$ cat src/tdas_pkg.sv
package tdas_pkg;

  // Field widths of one item
  localparam int OP_W    = 3;
  localparam int SYM_W   = 8;
  localparam int STATE_W = 6;
  localparam int CONC_W  = 2;
  localparam int STAT_W  = 2;
  localparam int NUMST_W = 7;

  // Width of the effective state limit, wide enough for the largest MAX_STATES
  localparam int LIM_W = 9;

  // Bits in one transition's symbol set
  localparam int SET_BITS = 1 << SYM_W;

  // Largest conclusion store that a state field can address
  localparam int STATE_SPAN = 1 << STATE_W;

  // Parameter defaults
  localparam int DEF_MAX_STATES      = 64;
  localparam int DEF_MAX_TRANSITIONS = 32;

  // Reset value of the num_states register
  localparam logic [NUMST_W-1:0] NUM_STATES_RESET = 7'd64;

  // Operation codes
  localparam logic [OP_W-1:0] OP_PROCESS   = 3'd0;
  localparam logic [OP_W-1:0] OP_APPEND    = 3'd1;
  localparam logic [OP_W-1:0] OP_ADD_SYM   = 3'd2;
  localparam logic [OP_W-1:0] OP_CONFIGURE = 3'd3;
  localparam logic [OP_W-1:0] OP_RESTART   = 3'd4;

  // Verdict codes
  localparam logic [CONC_W-1:0] VERDICT_ACCEPT   = 2'd0;
  localparam logic [CONC_W-1:0] VERDICT_CONTINUE = 2'd1;
  localparam logic [CONC_W-1:0] VERDICT_REJECT   = 2'd2;

  // Status codes
  localparam logic [STAT_W-1:0] STATUS_OK        = 2'd0;
  localparam logic [STAT_W-1:0] STATUS_FULL      = 2'd1;
  localparam logic [STAT_W-1:0] STATUS_RANGE     = 2'd2;
  localparam logic [STAT_W-1:0] STATUS_NO_EXTEND = 2'd3;

  // Search token that walks down the row of transition cells
  typedef struct packed {
    logic               valid;
    logic               hit;
    logic [SYM_W-1:0]   symbol;
    logic [STATE_W-1:0] state;
    logic [STATE_W-1:0] target;
  } token_t;

  // Load command broadcast to every cell
  typedef struct packed {
    logic               append;
    logic               add;
    logic [STATE_W-1:0] from_state;
    logic [STATE_W-1:0] to_state;
    logic [SYM_W-1:0]   symbol;
  } load_t;

endpackage

$ cat src/tdas_cell.sv
module tdas_cell #(
  parameter int CW  = 6,
  parameter int IDX = 0
) (
  input  logic                    clk,
  input  logic                    rst,
  input  logic [CW-1:0]           count,
  input  tdas_pkg::load_t         load,
  input  tdas_pkg::token_t        tok_in,
  output tdas_pkg::token_t        tok_out
);

  logic [tdas_pkg::STATE_W-1:0]  from_state;
  logic [tdas_pkg::STATE_W-1:0]  to_state;
  logic [tdas_pkg::SET_BITS-1:0] sym_set;
  logic                          used;
  logic                          match;
  logic                          is_newest;
  logic                          is_free;
  tdas_pkg::token_t              tok_next;

  // This cell holds a live transition once the fill count has passed it.
  assign used      = (CW'(IDX) < count);
  assign is_free   = (CW'(IDX) == count);
  assign is_newest = (CW'(IDX + 1) == count);
  assign match     = used && (from_state == tok_in.state) && sym_set[tok_in.symbol];

  // Transition storage: filled on append, extended on add symbol.
  always_ff @(posedge clk) begin
    if (load.append && is_free) begin
      from_state <= load.from_state;
      to_state   <= load.to_state;
      sym_set    <= '0;
    end else if (load.add && is_newest) begin
      sym_set[load.symbol] <= 1'b1;
    end
  end

  // The first cell to match claims the token; later cells pass it on.
  always_comb begin
    tok_next = tok_in;
    if (tok_in.valid && !tok_in.hit && match) begin
      tok_next.hit    = 1'b1;
      tok_next.target = to_state;
    end
  end

  always_ff @(posedge clk) begin
    if (rst) begin
      tok_out <= '0;
    end else begin
      tok_out <= tok_next;
    end
  end

endmodule
$ cat config.mk
export PLATFORM = sky130hd
export DESIGN_NAME = tdas_cell
export DESIGN_NICKNAME = d
export VERILOG_FILES = /design/src/tdas_pkg.sv /design/src/tdas_cell.sv
export SDC_FILE = /design/constraint.sdc
export NUM_CORES = 1
export LEC_CHECK = 0
export ABC_AREA = 1
export BUFFER_PORTS_ARGS = -buffer_cell sky130_fd_sc_hd__buf_2
export CELL_PAD_IN_SITES_DETAIL_PLACEMENT = 1
export CELL_PAD_IN_SITES_GLOBAL_PLACEMENT = 1
export CORE_ASPECT_RATIO = 2
export CORE_MARGIN = 5
export CORE_UTILIZATION = 35
export CTS_CLUSTER_SIZE = 20
export DETAILED_ROUTE_END_ITERATION = 8
export GPL_ROUTABILITY_DRIVEN = 0
export PLACE_DENSITY = 0.71
export SETUP_SLACK_MARGIN = 0.4
export SLEW_MARGIN = 5
export SYNTH_ARGS = -nofsm -noshare
export SYNTH_HDL_FRONTEND = slang
export SYNTH_SLANG_ARGS = --single-unit
export TNS_END_PERCENT = 1
$ cat constraint.sdc
create_clock -name clk -period 3.5 [get_ports clk]
set_input_delay 0.35 -clock clk [delete_from_list [all_inputs] [get_ports clk]]
set_output_delay 0.35 -clock clk [all_outputs]
set_load 0.1 [all_outputs]
Word level (Yosys, flattened, before mapping)
Index checks and enable logic that the tools add are counted.
W data, S select, Z words.
Word-level totals
  flip-flop bits (word level): 290
  output and inout port bits: 22
  logic and storage cells: 30
Cells by class
  order comparisons: 4
  equal/unequal tests: 2
  muxes and demuxes: 6
  bitwise gates (word level): 1
  reduce and logical (&&, ||, !) cells: 9
Operator list (number)
  $or A256 B256 Y256: 1
  $lt A8 B9 Y1 const B: 2
  $bmux W1 S8: 1
  $demux W1 S8: 1
  $ge A8 B1 Y1 const B: 1
  $logic_and A1 B1 Y1: 7
  $eq A1 B6 Y1 const A: 1
  $eq A6 B6 Y1: 1
  $logic_not A6 Y1: 1
  $lt A1 B6 Y1 const A: 1
  $mux W6: 1
  $mux W1: 3
  $logic_not A1 Y1: 1

Depth between registers and ports, before layout
  word-level depth: 5
  depth in mapped cells: 17
  mapped depth without buffers: 14

Least setup slack after synthesis
OpenSTA, ideal clock, no wires.
  kind: input -> register
  start point: input port count[5]
  end point: register from_state[0] in the netlist's numbering (enable)
  library setup time: 381 ps
  data arrival time: 1758 ps
  data required time: 3119 ps
  slack: 1361 ps
  cell stages on the path: 5
  path buffers: 1
  path through: or4_1 inv_1 nand2_1 nor2_1 clkbuf_1
On the way
  cells in the longest elaborated chain, start to end: 2
Ends and longest elaborated chain
  start, declared: line tdas_cell.sv:7  | input logic [CW-1:0] count,
  $logic_not A6 Y1: line tdas_cell.sv:24  | assign is_free = (CW'(IDX) == count);
  $logic_and A1 B1 Y1: line tdas_cell.sv:30  | if (load.append && is_free) begin
  end signal, assigned: line tdas_cell.sv:31  | from_state <= load.from_state;
  end, declared: line tdas_cell.sv:13  | logic [tdas_pkg::STATE_W-1:0] from_state;
Every way passes these cells.
A chain may end at the register's enable or synchronous reset.

Final worst setup path
  start point: input port tok_in[12] in the netlist's numbering
  end point: register tok_out[4] in the netlist's numbering
On the way
  cells in the longest elaborated chain, start to end: 5
Ends and longest elaborated chain
  start, declared: line tdas_cell.sv:9  | input tdas_pkg::token_t tok_in,
  $bmux W1 S8: line tdas_cell.sv:26  | assign match = used && (from_state == tok_in.state) && sym_set[tok_in.symbol];
  $mux W1 (not written as such): line tdas_cell.sv:26
  $logic_and A1 B1 Y1: line tdas_cell.sv:26
  $logic_and A1 B1 Y1: line tdas_cell.sv:42  | if (tok_in.valid && !tok_in.hit && match) begin
  $mux W6: line tdas_cell.sv:42
  end signal, assigned: line tdas_cell.sv:52  | tok_out <= tok_next;
  end, declared: line tdas_cell.sv:10  | output tdas_pkg::token_t tok_out
Every way passes these cells. The select of a mux whose other input is x is not followed.

==> metrics.md <==
| Metric | Value |
|---|---|
| Routed WL | 45.4 mm |
| RSZ-0062 raised after global routing | no |
| Gr usage total | 22.9% |
| DP Cell Count | 2055 |
| Fin nets | 1708 |
| Fin crit period | 2.24 ns |
| Crit-path max FO | 38 |
| PostCTS Resize Cnt | 0 |
| Leading area contributor after synthesis | dfxtp_1 |
| Core Box Area | 0.0344 mm² |
| Final cycle utilization of the critical path | 63.9% |
| Finished Layout Cells | 2120 |
| Hold Crit Class | input port to register |
| Hold-fix buffers, CTS | 12 |
| Clock Skews | 0.0112 ns |
| TritonCTS clock tree | done |
| Pins Over Slew Limit | 0 |
| DIE AREA | 0.0387 mm² |
| Tightest Pin Transition | 0.871 ns |
| Synth Instances | 1629 |
| Post-Syn Area | 0.0121 mm² |
| Initial Utilization | 35.3% |
| Met3 usage | 3.18% |
| M1 GR Usage | 25.4% |
| Synth unique cells | 23 |
| Die extent in x | 142 µm |
| Worst rel slew slack | 41.8% |
| Ratio of cells with drive above 1 in the final layout | 10.9% |
| H-Tree Depth | 1 |
| Number of cells on the worst reg-to-reg path | 13 |
| Root buf cell | clkbuf_16 |
| FF-to-FF Start | sym_set[35]$_SDFFE_PP0P_ |
| Post-route DRC | 0 |
| Syn_nets | 1681 |
| Flop-to-flop setup slack | 1.47 ns |
| Most frequent cells in the layout | nor2_1 (311), nand2_1 (311), dfxtp_1 (278) |
| Yosys top cell area share | 45.9% |
| Avg Cell Area, Syn | 7.45 µm² |
| CTS Buf Count | 28 |
| Critical path class | input port to register |
| Sum of negative setup slack | 0 ns |
| Drt wl/cell | 21.4 µm |
| Critical Path AT | 2.68 ns |
| Iteration-0 DRC Markers | 900 |
| CTS clk-pin slew, worst paths | 0.06 ns |
| Initial antenna violation count | 5 |
| Later-pin clock latency in the skew report | 0.55 ns |
| Vias per inst | 5.69 |
| Worst Hold Launch | tok_in[2] |
| Num ports | 74 |
| RR Endpoint | tok_out[4]$_SDFF_PP0_ |
| Critical Path End Type | register |
| Post-CTS Setup Bufs | 0 |
| Antenna violation net count after detailed routing | 0 |
| Die Y | 273 µm |
| Area growth from synthesis to final layout | 15.0% |
| Final hold violation count | 0 |
| Peak supply drop | 0.301 mV |
| Clk sinks | 290 |
| GRT met2 Usage | 42.3% |
| Ys Warns | 0 |
| Hold Path Sink | tok_out[2]$_SDFF_PP0_ |
| First-pass GRT wire length | 70.1 mm |
| IO buf count | 73 |
| Max Cap Viol | 0 |
| Hold path depth | 3 |
| Achievable Freq | 0.447 GHz |
| Largest net degree at the start of global routing | 129 |
| Seq/Total Area, Yosys | 48.8% |
| Top Usage Layer GRT | met2 |
| Post-DP HPWL | 27.6 mm |
| Number of global-route vias before repair | 12402 |
| Drt pass-1 iters | 5 |
| Critical path startpoint category | input port |
| Clock Path Buffers | 3 |
| FP Rows | 96 |
| Synth top area cells | dfxtp_1 (46%), a31oi_1 (12%), nand3_1 (10%) |
| Finish-stage setup viols | 0 |
| Leak | 5.87 nW |
| Outcome | finished clean |
| Worst endpoint required time | 3.95 ns |
| WHS | 0.0302 ns |
| Seq cells post-synth | 290 |
| Routed vias | 12069 |
| Pwr dens | 504 mW/mm² |
| Grt total ovfl | 0 |
synthesized netlist by cell type:
master      n
a21oi_1    21
a31oi_1   242
buf_1       2
buf_2      70
buf_4      16
buf_6       7
clkbuf_1   47
clkinv_1    2
dfxtp_1   278
edfxtp_1   12
inv_1      37
inv_2       2
nand2_1   311
nand3_1   247
nand4_1     4
nor2_1    319
nor3_1      3
nor3_2      1
nor4_1      1
o21ai_0     3
or2_2       2
or4_1       1
xnor2_1     1
worst max path at each step:
| stage | from | to | slack, ns | depth (start not counted) |
|---|---|---|---|---|
| after floorplan | count[5] | from_state[0]$_DFFE_PP_ | 1.36 | 5 |
| after global placement | tok_in[12] | tok_out[4]$_SDFF_PP0_ | 0.77 | 16 |
| after detailed placement | tok_in[12] | tok_out[4]$_SDFF_PP0_ | 0.70 | 16 |
| after CTS | tok_in[12] | tok_out[20]$_SDFF_PP0_ | 1.25 | 15 |
| after global routing | tok_in[12] | tok_out[4]$_SDFF_PP0_ | 1.07 | 16 |
| final | tok_in[12] | tok_out[4]$_SDFF_PP0_ | 1.26 | 16 |
kinds of logic after synthesis:
family	after synthesis	share of synthesized area [%]
buffers and inverters	183	7.31
AND/OR/NAND/NOR	889	30.3
XOR/XNOR	1	0.0722
flip-flops	290	48.8
AO/OA/AOI/OAI	266	13.5
where the power goes:
part | leakage (nW) | switching, W | internal, W | total [W]
logic | 3.06 | 0.000446 | 0.000143 | 0.000589
clock network | 0.460 | 0.00132 | 0.00177 | 0.00309
registers | 2.35 | 0.00000740 | 0.00334 | 0.00335
stage by stage:
step | power (W) | setup WS (ns) | area (µm²) | util [%]
floorplan | 0.00379 | 1.36 | 12100 | -
CTS | 0.00710 | 1.25 | 13900 | 40.6
global route | 0.00727 | 1.07 | 13900 | 40.6
detailed placement | 0.00400 | 0.703 | 12900 | 37.5
finish | 0.00703 | 1.26 | 14000 | 40.6
global placement | 0.00399 | 0.770 | 12900 | 37.5
final cells by class:
type / instances / area, µm²
well taps: 441 / 552
clock inverters: 13 / 120
fillers: 4303 / 20400
inverters: 41 / 161
clock buffers: 38 / 811
diodes: 2 / 5.00
flip-flops and latches: 290 / 5930
multi-input cells: 1156 / 5350
repair buffers: 139 / 1030
state kept, by name (all words and copies together) (netlist names):
signal / cells
from_state: 6
sym_set: 256
to_state: 6
tok_out: 22
critical path, stage by stage:
cell and delay, ns:
buf_4 0.13, inv_4 0.37, buf_4 0.28, nand2_1 0.07
nand3_1 0.08, nand3_1 0.08, nand3_1 0.20, nand2_1 0.10
nand2_1 0.08, nand3_1 0.07, nand3_1 0.09, nand3_1 0.08
nand2_1 0.38, nand3_1 0.13, nand2_1 0.11, nor2_1 0.05
metal layers:
metal	wire length (µm)	part of all wire (%)	vias up
met4	2090	4.6	6
met3	2270	5.0	101
met2	23600	52	361
li1	-	-	5588
met1	17400	38	6013
met5	35	0.077	-
Power figures use the tool's default switching activity.
